## src/hw/rtl/imus_pkg.sv

```systemverilog
package imus_pkg;

    // raw sample format
    localparam int RAW_W = 16;
    localparam int N_AXES = 3;

    // stream payload widths
    localparam int IN_TDATA_W  = 160;
    localparam int OUT_TDATA_W = 184;

    // result field widths
    localparam int ACC_OUT_W  = 15;
    localparam int GYRO_OUT_W = 19;
    localparam int MAG_OUT_W  = 21;
    localparam int TEMP_OUT_W = 15;

    // internal product widths
    localparam int ACC_PROD_W  = 26;
    localparam int GYRO_MAG_W  = 25;
    localparam int TEMP_PROD_W = 30;
    localparam int MAG_PROD_W  = 25;
    localparam int MAG_SCL_W   = 29;
    localparam int ADJ_W       = 9;

    // conversion constants
    localparam int ACC_SCALE     = 1000;
    localparam int GYRO_SCALE    = 1000;
    localparam int TEMP_SCALE    = 10000;
    localparam int TEMP_DIVISOR  = 33387;
    localparam int TEMP_OFFSET   = 2100;
    localparam int MAG_SCALE_LOG = 4;   // x15 done as x16 minus x1
    localparam int MAG_DIV_LOG   = 8;   // divide by 256
    localparam int ACC_SHIFT_MAX = 14;  // 2g sensitivity is 16384 = 2**14
    localparam int ADJ_RESET     = 256;

    // shared divider
    localparam int DIV_DVD_W  = 32;
    localparam int DIV_DVS_W  = 16;
    localparam int DIV_RADIX  = 4;
    localparam int DIV_STEPS  = DIV_DVD_W / DIV_RADIX;
    localparam int DIV_CNT_W  = $clog2(DIV_STEPS);

    // configuration port
    localparam int CFG_IDX_W  = 3;
    localparam int CFG_DATA_W = 9;

    typedef enum logic [CFG_IDX_W-1:0] {
        CFG_ACCEL_RANGE = 3'd0,
        CFG_GYRO_RANGE  = 3'd1,
        CFG_MAG_ADJ_X   = 3'd2,
        CFG_MAG_ADJ_Y   = 3'd3,
        CFG_MAG_ADJ_Z   = 3'd4,
        CFG_MAG_PRESENT = 3'd5
    } cfg_idx_t;

    typedef enum logic [1:0] {
        JOB_GYRO_X = 2'd0,
        JOB_GYRO_Y = 2'd1,
        JOB_GYRO_Z = 2'd2,
        JOB_TEMP   = 2'd3
    } job_t;

    typedef enum logic [2:0] {
        ST_IDLE,
        ST_DIV_START,
        ST_DIV_WAIT,
        ST_DONE
    } state_t;

    typedef struct packed {
        logic load;
        logic div_start;
        logic div_store;
        logic out_load;
        job_t job;
    } cmd_t;

    typedef struct packed {
        logic div_done;
        logic out_free;
        logic mag_avail;
    } stat_t;

    // gyro sensitivity in lsb per dps, times ten
    function automatic logic [DIV_DVS_W-1:0] gyro_sens(input logic [1:0] sel);
        logic [DIV_DVS_W-1:0] s;
        unique case (sel)
            2'd0:    s = 16'd1310;
            2'd1:    s = 16'd655;
            2'd2:    s = 16'd328;
            default: s = 16'd164;
        endcase
        return s;
    endfunction

endpackage

```

## src/hw/rtl/imus_div.sv

```systemverilog
module imus_div (
    input  logic                             aclk,
    input  logic                             aresetn,
    input  logic                             start,
    input  logic [imus_pkg::DIV_DVD_W-1:0]   dividend,
    input  logic [imus_pkg::DIV_DVS_W-1:0]   divisor,
    output logic                             done,
    output logic [imus_pkg::DIV_DVD_W-1:0]   quotient
);
    import imus_pkg::*;

    logic [DIV_DVD_W-1:0] quo_reg, quo_next;
    logic [DIV_DVS_W:0]   rem_reg, rem_next;
    logic [DIV_DVS_W-1:0] dvs_reg, dvs_next;
    logic [DIV_CNT_W-1:0] cnt_reg, cnt_next;
    logic                 busy_reg, busy_next;
    logic                 done_reg, done_next;
    logic [DIV_DVS_W:0]   step_rem;
    logic [DIV_DVD_W-1:0] step_quo;

    // restoring division, DIV_RADIX quotient bits per cycle
    always_comb begin
        step_rem = rem_reg;
        step_quo = quo_reg;
        for (int k = 0; k < DIV_RADIX; k++) begin
            step_rem = {step_rem[DIV_DVS_W-1:0], step_quo[DIV_DVD_W-1]};
            step_quo = {step_quo[DIV_DVD_W-2:0], 1'b0};
            if (step_rem >= {1'b0, dvs_reg}) begin
                step_rem = step_rem - {1'b0, dvs_reg};
                step_quo[0] = 1'b1;
            end
        end
    end

    always_comb begin
        quo_next  = quo_reg;
        rem_next  = rem_reg;
        dvs_next  = dvs_reg;
        cnt_next  = cnt_reg;
        busy_next = busy_reg;
        done_next = 1'b0;
        if (start) begin
            quo_next  = dividend;
            rem_next  = '0;
            dvs_next  = divisor;
            cnt_next  = '0;
            busy_next = 1'b1;
        end else if (busy_reg) begin
            quo_next = step_quo;
            rem_next = step_rem;
            cnt_next = cnt_reg + 1'b1;
            if (cnt_reg == DIV_CNT_W'(DIV_STEPS - 1)) begin
                busy_next = 1'b0;
                done_next = 1'b1;
            end
        end
    end

    always_ff @(posedge aclk) begin
        if (!aresetn) begin
            cnt_reg  <= '0;
            busy_reg <= 1'b0;
            done_reg <= 1'b0;
        end else begin
            cnt_reg  <= cnt_next;
            busy_reg <= busy_next;
            done_reg <= done_next;
        end
    end

    always_ff @(posedge aclk) begin
        quo_reg <= quo_next;
        rem_reg <= rem_next;
        dvs_reg <= dvs_next;
    end

    assign done     = done_reg;
    assign quotient = quo_reg;

endmodule

```

## src/hw/rtl/imus_dp.sv

```systemverilog
module imus_dp (
    input  logic                                aclk,
    input  logic                                aresetn,
    input  logic                                cfg_valid,
    input  logic [imus_pkg::CFG_IDX_W-1:0]      cfg_index,
    input  logic [imus_pkg::CFG_DATA_W-1:0]     cfg_wdata,
    input  logic [imus_pkg::IN_TDATA_W-1:0]     s_tdata,
    input  logic                                s_tuser,
    output logic                                m_tvalid,
    input  logic                                m_tready,
    output logic [imus_pkg::OUT_TDATA_W-1:0]    m_tdata,
    input  imus_pkg::cmd_t                      cmd,
    output imus_pkg::stat_t                     stat
);
    import imus_pkg::*;

    // configuration
    logic [1:0]       accel_sel_reg, accel_sel_next;
    logic [1:0]       gyro_sel_reg, gyro_sel_next;
    logic [ADJ_W-1:0] adj_reg [N_AXES];
    logic [ADJ_W-1:0] adj_next [N_AXES];
    logic             mag_present_reg, mag_present_next;
    logic             mag_avail_reg, mag_avail_next;

    // products taken at acceptance
    logic signed [ACC_PROD_W-1:0] acc_prod_reg [N_AXES];
    logic signed [ACC_PROD_W-1:0] acc_prod_next [N_AXES];
    logic [GYRO_MAG_W-1:0]        gyro_abs_reg [N_AXES];
    logic [GYRO_MAG_W-1:0]        gyro_abs_next [N_AXES];
    logic [N_AXES-1:0]            gyro_neg_reg, gyro_neg_next;
    logic [TEMP_PROD_W-2:0]       temp_abs_reg, temp_abs_next;
    logic                         temp_neg_reg, temp_neg_next;
    logic signed [MAG_PROD_W-1:0] mag_prod_reg [N_AXES];
    logic signed [MAG_PROD_W-1:0] mag_prod_next [N_AXES];
    logic                         mag_use_reg, mag_use_next;

    // division results
    logic signed [GYRO_OUT_W-1:0] gyro_res_reg [N_AXES];
    logic signed [GYRO_OUT_W-1:0] gyro_res_next [N_AXES];
    logic signed [TEMP_OUT_W-1:0] temp_res_reg, temp_res_next;

    // output stage
    logic [OUT_TDATA_W-1:0] m_tdata_reg, m_tdata_next;
    logic                   m_tvalid_reg, m_tvalid_next;

    // divider hookup
    logic [DIV_DVD_W-1:0] div_dvd;
    logic [DIV_DVS_W-1:0] div_dvs;
    logic                 div_done;
    logic [DIV_DVD_W-1:0] div_quo;

    // per-item working values
    logic signed [RAW_W-1:0]          raw_acc [N_AXES];
    logic signed [RAW_W-1:0]          raw_gyro [N_AXES];
    logic signed [RAW_W-1:0]          raw_mag [N_AXES];
    logic signed [RAW_W-1:0]          raw_temp;
    logic signed [ACC_PROD_W-1:0]     gyro_prod [N_AXES];
    logic signed [TEMP_PROD_W-1:0]    temp_prod;
    logic signed [ACC_OUT_W-1:0]      acc_out [N_AXES];
    logic signed [MAG_OUT_W-1:0]      mag_out [N_AXES];
    logic [GYRO_OUT_W-1:0]            q_gyro;
    logic [TEMP_OUT_W-1:0]            q_temp;

    // raw * 1000 divided by a power-of-two sensitivity, toward zero
    function automatic logic signed [ACC_OUT_W-1:0] acc_scale(
        input logic signed [ACC_PROD_W-1:0] p,
        input logic [1:0]                   sel
    );
        logic [4:0]                   sh;
        logic signed [ACC_PROD_W-1:0] bias;
        logic signed [ACC_PROD_W-1:0] sum;
        sh   = 5'(ACC_SHIFT_MAX) - {3'b000, sel};
        bias = p[ACC_PROD_W-1] ? $signed((ACC_PROD_W'(1) << sh) - ACC_PROD_W'(1)) : '0;
        sum  = p + bias;
        return ACC_OUT_W'(sum >>> sh);
    endfunction

    // raw * adjust * 15 / 256, toward zero
    function automatic logic signed [MAG_OUT_W-1:0] mag_scale(
        input logic signed [MAG_PROD_W-1:0] p
    );
        logic signed [MAG_SCL_W-1:0] x;
        logic signed [MAG_SCL_W-1:0] bias;
        x    = $signed({{(MAG_SCL_W-MAG_PROD_W){p[MAG_PROD_W-1]}}, p});
        x    = (x <<< MAG_SCALE_LOG) - x;
        bias = x[MAG_SCL_W-1] ? MAG_SCL_W'((1 << MAG_DIV_LOG) - 1) : '0;
        return MAG_OUT_W'((x + bias) >>> MAG_DIV_LOG);
    endfunction

    // field extraction
    always_comb begin
        for (int i = 0; i < N_AXES; i++) begin
            raw_acc[i]  = $signed(s_tdata[i*RAW_W +: RAW_W]);
            raw_gyro[i] = $signed(s_tdata[(4+i)*RAW_W +: RAW_W]);
            raw_mag[i]  = $signed(s_tdata[(7+i)*RAW_W +: RAW_W]);
        end
        raw_temp = $signed(s_tdata[3*RAW_W +: RAW_W]);
    end

    // configuration writes and sticky magnetometer state
    always_comb begin
        accel_sel_next   = accel_sel_reg;
        gyro_sel_next    = gyro_sel_reg;
        adj_next         = adj_reg;
        mag_present_next = mag_present_reg;
        mag_avail_next   = mag_avail_reg;
        if (cfg_valid) begin
            unique case (cfg_idx_t'(cfg_index))
                CFG_ACCEL_RANGE: accel_sel_next   = cfg_wdata[1:0];
                CFG_GYRO_RANGE:  gyro_sel_next    = cfg_wdata[1:0];
                CFG_MAG_ADJ_X:   adj_next[0]      = cfg_wdata;
                CFG_MAG_ADJ_Y:   adj_next[1]      = cfg_wdata;
                CFG_MAG_ADJ_Z:   adj_next[2]      = cfg_wdata;
                CFG_MAG_PRESENT: mag_present_next = cfg_wdata[0];
                default:         ;
            endcase
        end
        if (cmd.load && mag_present_reg && mag_avail_reg && !s_tuser) begin
            mag_avail_next = 1'b0;
        end
    end

    // multiplications at acceptance
    always_comb begin
        acc_prod_next = acc_prod_reg;
        gyro_abs_next = gyro_abs_reg;
        gyro_neg_next = gyro_neg_reg;
        temp_abs_next = temp_abs_reg;
        temp_neg_next = temp_neg_reg;
        mag_prod_next = mag_prod_reg;
        mag_use_next  = mag_use_reg;
        for (int i = 0; i < N_AXES; i++) begin
            gyro_prod[i] = $signed({{(ACC_PROD_W-RAW_W){raw_gyro[i][RAW_W-1]}}, raw_gyro[i]})
                         * $signed(ACC_PROD_W'(GYRO_SCALE));
        end
        temp_prod = $signed({{(TEMP_PROD_W-RAW_W){raw_temp[RAW_W-1]}}, raw_temp})
                  * $signed(TEMP_PROD_W'(TEMP_SCALE));
        if (cmd.load) begin
            for (int i = 0; i < N_AXES; i++) begin
                acc_prod_next[i] =
                    $signed({{(ACC_PROD_W-RAW_W){raw_acc[i][RAW_W-1]}}, raw_acc[i]})
                    * $signed(ACC_PROD_W'(ACC_SCALE));
                gyro_neg_next[i] = gyro_prod[i][ACC_PROD_W-1];
                gyro_abs_next[i] = GYRO_MAG_W'(gyro_prod[i][ACC_PROD_W-1] ?
                                               -gyro_prod[i] : gyro_prod[i]);
                mag_prod_next[i] =
                    $signed({{(MAG_PROD_W-RAW_W){raw_mag[i][RAW_W-1]}}, raw_mag[i]})
                    * $signed({{(MAG_PROD_W-ADJ_W){1'b0}}, adj_reg[i]});
            end
            temp_neg_next = temp_prod[TEMP_PROD_W-1];
            temp_abs_next = (TEMP_PROD_W-1)'(temp_prod[TEMP_PROD_W-1] ? -temp_prod : temp_prod);
            mag_use_next  = mag_present_reg && mag_avail_reg && s_tuser;
        end
    end

    // divider operand select
    always_comb begin
        unique case (cmd.job)
            JOB_GYRO_X: div_dvd = DIV_DVD_W'(gyro_abs_reg[0]);
            JOB_GYRO_Y: div_dvd = DIV_DVD_W'(gyro_abs_reg[1]);
            JOB_GYRO_Z: div_dvd = DIV_DVD_W'(gyro_abs_reg[2]);
            default:    div_dvd = DIV_DVD_W'(temp_abs_reg);
        endcase
        div_dvs = (cmd.job == JOB_TEMP) ? DIV_DVS_W'(TEMP_DIVISOR) : gyro_sens(gyro_sel_reg);
    end

    imus_div u_div (
        .aclk     (aclk),
        .aresetn  (aresetn),
        .start    (cmd.div_start),
        .dividend (div_dvd),
        .divisor  (div_dvs),
        .done     (div_done),
        .quotient (div_quo)
    );

    // signs put back on the quotients, plus the temperature offset
    always_comb begin
        gyro_res_next = gyro_res_reg;
        temp_res_next = temp_res_reg;
        q_gyro        = div_quo[GYRO_OUT_W-1:0];
        q_temp        = div_quo[TEMP_OUT_W-1:0];
        if (cmd.div_store) begin
            case (cmd.job)
                JOB_GYRO_X: gyro_res_next[0] = $signed(gyro_neg_reg[0] ? -q_gyro : q_gyro);
                JOB_GYRO_Y: gyro_res_next[1] = $signed(gyro_neg_reg[1] ? -q_gyro : q_gyro);
                JOB_GYRO_Z: gyro_res_next[2] = $signed(gyro_neg_reg[2] ? -q_gyro : q_gyro);
                default:    temp_res_next = $signed((temp_neg_reg ? -q_temp : q_temp)
                                                    + TEMP_OUT_W'(TEMP_OFFSET));
            endcase
        end
    end

    // output stage
    always_comb begin
        for (int i = 0; i < N_AXES; i++) begin
            acc_out[i] = acc_scale(acc_prod_reg[i], accel_sel_reg);
            mag_out[i] = mag_use_reg ? mag_scale(mag_prod_reg[i]) : '0;
        end
        m_tdata_next  = m_tdata_reg;
        m_tvalid_next = m_tvalid_reg;
        if (cmd.out_load) begin
            m_tdata_next  = {4'b0000, temp_res_reg,
                             mag_out[2], mag_out[1], mag_out[0],
                             gyro_res_reg[2], gyro_res_reg[1], gyro_res_reg[0],
                             acc_out[2], acc_out[1], acc_out[0]};
            m_tvalid_next = 1'b1;
        end else if (m_tready) begin
            m_tvalid_next = 1'b0;
        end
    end

    always_ff @(posedge aclk) begin
        if (!aresetn) begin
            accel_sel_reg   <= '0;
            gyro_sel_reg    <= '0;
            for (int i = 0; i < N_AXES; i++) begin
                adj_reg[i] <= ADJ_W'(ADJ_RESET);
            end
            mag_present_reg <= 1'b0;
            mag_avail_reg   <= 1'b1;
            m_tvalid_reg    <= 1'b0;
        end else begin
            accel_sel_reg   <= accel_sel_next;
            gyro_sel_reg    <= gyro_sel_next;
            adj_reg         <= adj_next;
            mag_present_reg <= mag_present_next;
            mag_avail_reg   <= mag_avail_next;
            m_tvalid_reg    <= m_tvalid_next;
        end
    end

    always_ff @(posedge aclk) begin
        acc_prod_reg <= acc_prod_next;
        gyro_abs_reg <= gyro_abs_next;
        gyro_neg_reg <= gyro_neg_next;
        temp_abs_reg <= temp_abs_next;
        temp_neg_reg <= temp_neg_next;
        mag_prod_reg <= mag_prod_next;
        mag_use_reg  <= mag_use_next;
        gyro_res_reg <= gyro_res_next;
        temp_res_reg <= temp_res_next;
        m_tdata_reg  <= m_tdata_next;
    end

    assign m_tvalid       = m_tvalid_reg;
    assign m_tdata        = m_tdata_reg;
    assign stat.div_done  = div_done;
    assign stat.out_free  = !m_tvalid_reg || m_tready;
    assign stat.mag_avail = mag_avail_reg;

endmodule

```

## src/hw/rtl/imus_ctrl.sv

```systemverilog
module imus_ctrl (
    input  logic              aclk,
    input  logic              aresetn,
    input  logic              s_tvalid,
    output logic              s_tready,
    input  imus_pkg::stat_t   stat,
    output imus_pkg::cmd_t    cmd
);
    import imus_pkg::*;

    state_t state_reg, state_next;
    job_t   job_reg, job_next;

    always_comb begin
        state_next = state_reg;
        job_next   = job_reg;
        unique case (state_reg)
            ST_IDLE: begin
                if (s_tvalid) begin
                    state_next = ST_DIV_START;
                    job_next   = JOB_GYRO_X;
                end
            end
            ST_DIV_START: begin
                state_next = ST_DIV_WAIT;
            end
            ST_DIV_WAIT: begin
                if (stat.div_done) begin
                    job_next   = job_t'(job_reg + 2'd1);
                    state_next = (job_reg == JOB_TEMP) ? ST_DONE : ST_DIV_START;
                end
            end
            ST_DONE: begin
                if (stat.out_free) begin
                    state_next = ST_IDLE;
                end
            end
            default: state_next = ST_IDLE;
        endcase
    end

    always_comb begin
        s_tready      = 1'b0;
        cmd.load      = 1'b0;
        cmd.div_start = 1'b0;
        cmd.div_store = 1'b0;
        cmd.out_load  = 1'b0;
        cmd.job       = job_reg;
        unique case (state_reg)
            ST_IDLE: begin
                s_tready = 1'b1;
                cmd.load = s_tvalid;
            end
            ST_DIV_START: cmd.div_start = 1'b1;
            ST_DIV_WAIT:  cmd.div_store = stat.div_done;
            ST_DONE:      cmd.out_load  = stat.out_free;
            default:      ;
        endcase
    end

    always_ff @(posedge aclk) begin
        if (!aresetn) begin
            state_reg <= ST_IDLE;
            job_reg   <= JOB_GYRO_X;
        end else begin
            state_reg <= state_next;
            job_reg   <= job_next;
        end
    end

endmodule

```

## src/hw/rtl/imu_raw_to_units_scaler.sv

```systemverilog
// imu raw-to-units scaler: takes one full set of raw imu readings per transaction and
// returns one transaction with accel in mg, gyro in dps x100, magnetometer in uT x100 and
// temperature in degC x100, all divisions truncating toward zero. accel scaling is a
// rounding-corrected shift, magnetometer scaling a multiply by the per-axis adjust value,
// and the three gyro axes plus temperature go one after another through a single shared
// divider that resolves four quotient bits a cycle. a new item is accepted only once the
// previous one has been through all four divisions and handed off; the result
// sits in an output register, so the next item is taken and worked on while the previous
// result waits for m_tready. a magnetometer reading flagged bad while the magnetometer is
// enabled zeroes the mag fields and disables the magnetometer until reset. the user must
// write configuration registers only while the block is idle; this is not enforced.
module imu_raw_to_units_scaler (
    input  logic                                aclk,
    input  logic                                aresetn,
    // configuration write channel
    input  logic                                cfg_valid,
    output logic                                cfg_ready,
    input  logic [imus_pkg::CFG_IDX_W-1:0]      cfg_index,
    input  logic [imus_pkg::CFG_DATA_W-1:0]     cfg_wdata,
    // raw sample stream
    input  logic                                s_tvalid,
    output logic                                s_tready,
    // accel_x_raw, accel_y_raw, accel_z_raw, temp_raw, gyro_x_raw, gyro_y_raw,
    // gyro_z_raw, mag_x_raw, mag_y_raw, mag_z_raw (16 bits each)
    input  logic [imus_pkg::IN_TDATA_W-1:0]     s_tdata,
    // mag_ok
    input  logic                                s_tuser,
    // scaled result stream
    output logic                                m_tvalid,
    input  logic                                m_tready,
    // accel_x_mg, accel_y_mg, accel_z_mg (15 each), gyro_x_cdps, gyro_y_cdps,
    // gyro_z_cdps (19 each), mag_x_cut, mag_y_cut, mag_z_cut (21 each),
    // temp_cdeg (15), 4 zero pad bits
    output logic [imus_pkg::OUT_TDATA_W-1:0]    m_tdata
);
    import imus_pkg::*;

    cmd_t  cmd;
    stat_t stat;

    // register writes are always accepted; cfg_ready is tied high
    assign cfg_ready = 1'b1;

    // sequencer: accept, four divisions, hand off to output register
    imus_ctrl u_ctrl (
        .aclk     (aclk),
        .aresetn  (aresetn),
        .s_tvalid (s_tvalid),
        .s_tready (s_tready),
        .stat     (stat),
        .cmd      (cmd)
    );

    // datapath: config registers, multipliers, shared divider, output register
    imus_dp u_dp (
        .aclk      (aclk),
        .aresetn   (aresetn),
        .cfg_valid (cfg_valid),
        .cfg_index (cfg_index),
        .cfg_wdata (cfg_wdata),
        .s_tdata   (s_tdata),
        .s_tuser   (s_tuser),
        .m_tvalid  (m_tvalid),
        .m_tready  (m_tready),
        .m_tdata   (m_tdata),
        .cmd       (cmd),
        .stat      (stat)
    );

    // once the magnetometer is disabled only reset brings it back
    assert property (@(posedge aclk) disable iff (!aresetn)
        !stat.mag_avail |=> !stat.mag_avail)
        else $error("magnetometer availability came back without reset");

    // a finished result never overwrites one still waiting at the output
    assert property (@(posedge aclk) disable iff (!aresetn)
        cmd.out_load |-> (!m_tvalid || m_tready))
        else $error("output register overwritten while holding a result");

    // quotients are only stored when the divider reports completion
    assert property (@(posedge aclk) disable iff (!aresetn)
        cmd.div_store |-> stat.div_done)
        else $error("quotient stored before divider finished");

endmodule
```

## config.mk

```make
export PLATFORM = sky130hd
export DESIGN_NAME = imu_raw_to_units_scaler
export DESIGN_NICKNAME = d
export VERILOG_FILES = /design/src/hw/rtl/imus_pkg.sv /design/src/hw/rtl/imus_div.sv /design/src/hw/rtl/imus_dp.sv /design/src/hw/rtl/imus_ctrl.sv /design/src/hw/rtl/imu_raw_to_units_scaler.sv
export SDC_FILE = /design/constraint.sdc
export NUM_CORES = 2
export LEC_CHECK = 0
export BUFFER_PORTS_ARGS = -buffer_cell sky130_fd_sc_hd__buf_2
export CAP_MARGIN = 20
export CORE_MARGIN = 3
export CORE_UTILIZATION = 60
export DETAILED_ROUTE_END_ITERATION = 8
export PLACE_DENSITY = 0.78
export SYNTH_ARGS = -nofsm -noshare
export SYNTH_HDL_FRONTEND = slang
export SYNTH_SLANG_ARGS = --single-unit
```

## constraint.sdc

```tcl
create_clock -name aclk -period 18.3 [get_ports aclk]
set_input_delay 0 -clock aclk [delete_from_list [all_inputs] [get_ports aclk]]
set_output_delay 0 -clock aclk [all_outputs]
set_load 0.05 [all_outputs]
```

**Yosys cells after proc, flatten, opt, wreduce, memory -nomap -nowiden**

Index checks and enable logic that the tools add are counted.

- Register bits after elaboration: 613
- Input bits: 178
- Word-level logic and storage cells: 176

- Add/sub/neg operators: 24
- Multipliers: 10
- $lt $le $gt $ge: 4
- Eq/ne operators: 17
- Shift operators: 4
- Muxes and demuxes: 45
- Bitwise operators: 3
- Reductions and logical operators: 30

Operator list:

| cell | count |
|---|---|
| 16-bit by 8-bit multiplier with 23-bit output, second input constant | 6 |
| 29-bit adder | 3 |
| 29-bit case mux with 3 select lines | 1 |
| 29-bit by 25-bit subtractor with 29-bit output | 3 |
| 26-bit adder | 3 |
| 26-bit 2-to-1 mux | 3 |
| 26-bit by 5-bit >>> shifter with 15-bit output | 3 |
| 16-bit by 10-bit multiplier with 25-bit output | 3 |
| 25-bit 2-to-1 mux | 3 |
| 25-bit negation | 3 |
| 17-bit by 16-bit greater-or-equal comparator with 1-bit output | 4 |
| 16-bit 2-to-1 mux | 4 |
| 32-bit 2-to-1 mux | 2 |
| 16-bit subtractor | 4 |
| 19-bit 2-to-1 mux | 3 |
| 11-bit case mux with 3 select lines | 1 |
| 29-bit 2-to-1 mux | 1 |
| 29-bit negation | 1 |
| 16-bit by 11-bit multiplier with 26-bit output, second input constant | 1 |
| 1-bit by 5-bit left shift with 26-bit output, first input constant | 1 |
| 26-bit by 2-bit subtractor with 26-bit output, second input constant | 1 |
| 8-bit 2-to-1 mux | 3 |
| 2-bit AND reduction | 10 |
| 19-bit negation | 1 |
| other kinds (28) | 69 |

**Depth between registers and ports, before layout**

- Word-level depth: 10
- Mapped depth: 57
- Gate-level depth less buffers: 52

**By module**

From an unflattened synthesis, not the netlist that was laid out.

- Cell total of the unflattened synthesis: 7793
- Area total of the unflattened synthesis: 74910.6 um^2

By module, submodules not included:

| module | times used | cells each | area an instance (um^2) |
|---|---|---|---|
| imus_dp | 1 | 7079 | 68254.2 |
| imus_div | 1 | 680 | 6378.6 |
| imus_ctrl | 1 | 32 | 266.5 |
| imu_raw_to_units_scaler | 1 | 2 | 11.3 |

**Least setup slack after synthesis**

No wires, ideal clock.

- Path type: register to register
- Start: reg u_ctrl.state_reg[0]
- End: reg u_dp.acc_prod_reg[10] (netlist name) (enable)
- Library setup time: 0.875 ns
- Arrival time: 11.022 ns
- Path slack: 6.403 ns
- Cell stages (with the launch flop): 3
- Path buffers: 0
- Period minus slack after synthesis: 11.897 ns
- Cells stage by stage: dfxtp_1 nor2b_1 nor2b_1

RTL lines:

| what | RTL line | RTL |
|---|---|---|
| start: declaration | imus_ctrl.sv:11 | `state_t state_reg, state_next;` |
| start signal: assignment | imus_ctrl.sv:66 | `state_reg <= state_next;` |
| end signal: assignment | imus_dp.sv:234 | `acc_prod_reg <= acc_prod_next;` |
| end: declaration | imus_dp.sv:26 | `logic signed [ACC_PROD_W-1:0] acc_prod_reg [N_AXES];` |

**Worst setup path after layout**

- Start: reg u_dp.u_div.dvs_reg[9]
- End: reg u_dp.u_div.rem_reg[1]

- Cells in the longest elaborated chain, start to end: 8
- Elaborated cells between the ends (all ways): 12
- Classes of those cells: add/sub (4); order compare (4); mux (4)

RTL lines:

| what | RTL line | RTL |
|---|---|---|
| start: declaration | imus_div.sv:14 | `logic [DIV_DVS_W-1:0] dvs_reg, dvs_next;` |
| start signal: assignment | imus_div.sv:74 | `dvs_reg <= dvs_next;` |
| 16-bit subtractor or 17-bit by 16-bit greater-or-equal comparator with 1-bit output (tied branches) | imus_div.sv:29, imus_div.sv:28 |  |
| 16-bit 2-to-1 mux | imus_div.sv:28 | `if (step_rem >= {1'b0, dvs_reg}) begin` |
| 16-bit subtractor or 17-bit by 16-bit greater-or-equal comparator with 1-bit output (tied branches) | imus_div.sv:29, imus_div.sv:28 |  |
| 16-bit 2-to-1 mux | imus_div.sv:28 |  |
| 17-bit by 16-bit greater-or-equal comparator with 1-bit output or 16-bit subtractor (tied branches) | imus_div.sv:28, imus_div.sv:29 |  |
| 16-bit 2-to-1 mux | imus_div.sv:28 |  |
| 16-bit subtractor or 17-bit by 16-bit greater-or-equal comparator with 1-bit output (tied branches) | imus_div.sv:29, imus_div.sv:28 |  |
| 16-bit 2-to-1 mux (*) | imus_div.sv:28 |  |
| end signal: assignment | imus_div.sv:73 | `rem_reg <= rem_next;` |
| end: declaration | imus_div.sv:13 | `logic [DIV_DVS_W:0] rem_reg, rem_next;` |

Mark *: on every way between the ends. The rest lies on a longest branch, timed or not.
A chain may end at the register's enable or synchronous reset.

==> run_results.csv <==
group,metric,value,unit
run_status,outcome,"finished, final reports clean",
worst_setup_path,path_common_cell,"o21ai_0",
timing,hold_viol,0,
detailed_routing,drcViolationCount,0,
synth,syn-cell-area,70300,um2
detailed_routing,drt-initial-drc-count,3459,
synth,yosys_register_bits,593,
timing,finalCritPeriodShare,75.5,%
synth,synth_top_area_cell,"edfxtp_1",
min_path,whs_endpoint,"u_dp.acc_prod_reg[51]",
detailed_routing,ant_nets,0,
detailed_routing,wirelength,164000,um
synth,synth_top_family_by_area,"adder cells",
synth,ys_types,106,
worst_setup_path,cp_data_required_time,18.82,ns
die,die_h,348,um
cts,clockRootBuffer,"clkbuf_16",
pwr,ir_worst_vdd,0.244,mV
timing,rsz0062_at_grt,"no",
placement,dpl.cell_count,8878,
final_layout,mostFrequentLayoutCells,"inv_1, ha_1, fa_1",
worst_setup_path,worstReg2RegEnd,"u_dp.u_div.rem_reg[1]",
worst_setup_path,reg2reg_from,"u_dp.u_div.dvs_reg[9]",
detailed_routing,firstDrtPassIters,8,
synth,synth_warnings,0,
synth,synth_compound_area_share,11.0,%
detailed_routing,dr_wl_met3,10400,um
worst_setup_path,r2r_cells,48,
timing,skew,0.0217,ns
worst_setup_path,crit_type,"flop to flop",
min_path,hold_class,"input port to flop",
synth,synthMuxAreaShare,1.24,%
detailed_routing,top_layer_used,"met5",
synth,ys_seq_area_share,24.5,%
die,die-area,121000,um2
global_route,grt_pass1_wl,268000,um
final_layout,area_growth,8.99,%
pwr,power_density,156,nW/um2
final_layout,final_common_cell,"inv_1",
synth,synth_top_area_share,22.8,%
worst_setup_path,arrival,14.34,ns
synth,synthSimpleGateAreaFrac,13.0,%
final_layout,largest_reg_flops,180,
global_route,antenna_found_initial,10,
cts,clk_pin_slew,0.06,ns
placement,hpwl,133000,um
timing,setup_viol,0,
detailed_routing,wl_met2,78900,um
placement,portBuffers,359,
worst_setup_path,r2r_slack,4.48,ns
detailed_routing,avgViaCountPerCell,5.67,
global_route,grt_max_degree,83,
placement,gp_congestion,0.908,
global_route,grt_pass1_vias,52500,
synth,syn-instance-count,7141,
die,initial_core_util,61.0,%
pwr,p_leak,35.4,nW
synth,async_flop_share,0,%
synth,ys.flop_type,"edfxtp_1",
global_route,overflow,0,
timing,tightest_slew,1.14,ns
timing,final_max_slew_viol_count,0,
worst_setup_path,worst_path_max_delay_cell,"nor2_1",
final_layout,final_cells,9068,
die,dieWidth,348,um
cts,cts_setup_buffers,0,
timing,slew_headroom,23.9,%
cts,clk_path_buf_depth,3,
cts,post_cts_resized,0,
run,drv_cap,0,
synth,postSynthAreaPerCell,9.84,um2
worst_setup_path,slowest_delay,0.75,ns
synth,synth-edff-count,534,
cts,h-tree-depth,3,
final_layout,final_nets,9272,
final_layout,drive_gt1_share,8.04,%
cts,cts_sinks,593,
worst_setup_path,startpoint_type,"flop",
cts,holdBufCountCts,60,
die,pin_count,365,
die,core_area,115000,um2
cts,clk-insertion-delay-late,0.65,ns
detailed_routing,avgRoutedWirePerCell,18.1,um
timing,min_period,13.82,ns
timing,max_freq,72.3,MHz
synth,synth-adder-area-share,36.5,%
cts,cts_tree,"done",
detailed_routing,wl_met1,69200,um
worst_setup_path,critPathCaptureType,"flop",
min_path,hp-start,"s_tdata[31]",
worst_setup_path,worst-path-max-fanout,24,
die,fp-row-count,124,
global_route,grt.total_usage,27.3,%
detailed_routing,num_vias,51400,
synth,synth_xor_area_share,6.80,%
cts,numCtsBuffers,69,
synth,synth_area_leaders,"edfxtp_1, fa_1, ha_1",
timing,fin_tns_setup,0,ns
min_path,holdPathStages,3,
==> area by class of cell <==
cell class	instances	area (um2)
multi-input combinational	5258	48200
fill	9010	38700
sequential	593	17200
inverter	1127	4230
timing repair buffer	449	2640
tap	1512	1890
clock buffer	78	1780
clock inverter	47	632
antenna	4	10.0
==> critical path: cells and delay by family (launching register included) <==
| kind | cells | cell delay, ns |
|---|---|---|
| buf+inv | 3 | 0.39 |
| simple gates | 17 | 4.63 |
| fa+ha+maj | 4 | 1.50 |
| compound gates | 23 | 6.44 |
| mux | 1 | 0.23 |
| flops | 1 | 0.47 |
==> how the worst max path moves through the flow <==
stage                     depth (start not counted)               endpoint  slack, ns                   from
after floorplan                                   2  u_dp.acc_prod_reg[10]       6.40    u_ctrl.state_reg[0]
after global placement                           50  u_dp.u_div.rem_reg[7]       4.75  u_dp.u_div.dvs_reg[9]
after detailed placement                         49  u_dp.u_div.rem_reg[7]       4.76  u_dp.u_div.dvs_reg[9]
after CTS                                        49  u_dp.u_div.rem_reg[7]       4.70  u_dp.u_div.dvs_reg[9]
after global routing                             49  u_dp.u_div.rem_reg[7]       3.04  u_dp.u_div.dvs_reg[9]
final                                            48  u_dp.u_div.rem_reg[1]       4.48  u_dp.u_div.dvs_reg[9]
==> per-layer routing <==
metal  vias up  global-route usage, %
li1      24700                      -
met1     25100                   36.4
met2      1409                   46.2
met3       295                   3.99
met4         8                   8.98
met5         -                      0
==> metrics by stage <==
stage,setup WS (ns),instance area [um2],total power [mW],hold slack (ns),utilization (%)
after floorplan,6.40,70300,8.69,0.0989,-
after global placement,4.75,73500,10.2,0.272,63.8
after detailed placement,4.76,73500,10.4,0.281,63.8
after CTS,4.70,76500,11.9,0.00112,66.4
after global routing,3.04,76600,13.1,0.0406,66.4
final,4.48,76600,11.9,0.0431,66.4
==> kinds of logic (layout without fill, tap and decap cells) <==
logic type,after synthesis,after routing
adder cells (fa/ha/maj),1596,1596
multiplexers,80,80
AND/OR/NAND/NOR,1852,1852
buffers and inverters,1293,1701
other,2,9
AO/OA/AOI/OAI,1181,1181
XOR/XNOR,544,544
flip-flops,593,593
==> report_power, final <==
| group | switching [mW] | total (mW) | internal [mW] |
|---|---|---|---|
| clock | 0.592 | 1.47 | 0.881 |
| combinational | 4.75 | 8.19 | 3.43 |
| sequential | 0.202 | 2.26 | 2.05 |
==> synth_stat cells, types with 66 or more instances <==
cell      instances
inv_1          1126
ha_1            841
fa_1            755
nand2_1         542
edfxtp_1        534
nor2_1          410
xnor2_1         403
and2_1          342
a21oi_1         332
o21ai_0         261
xor2_1          140
clkbuf_1        139
nor3_1          118
a21o_1           86
nand3_1          76
o21a_1           75
nor2b_1          66
Power figures use the tool's default switching activity.
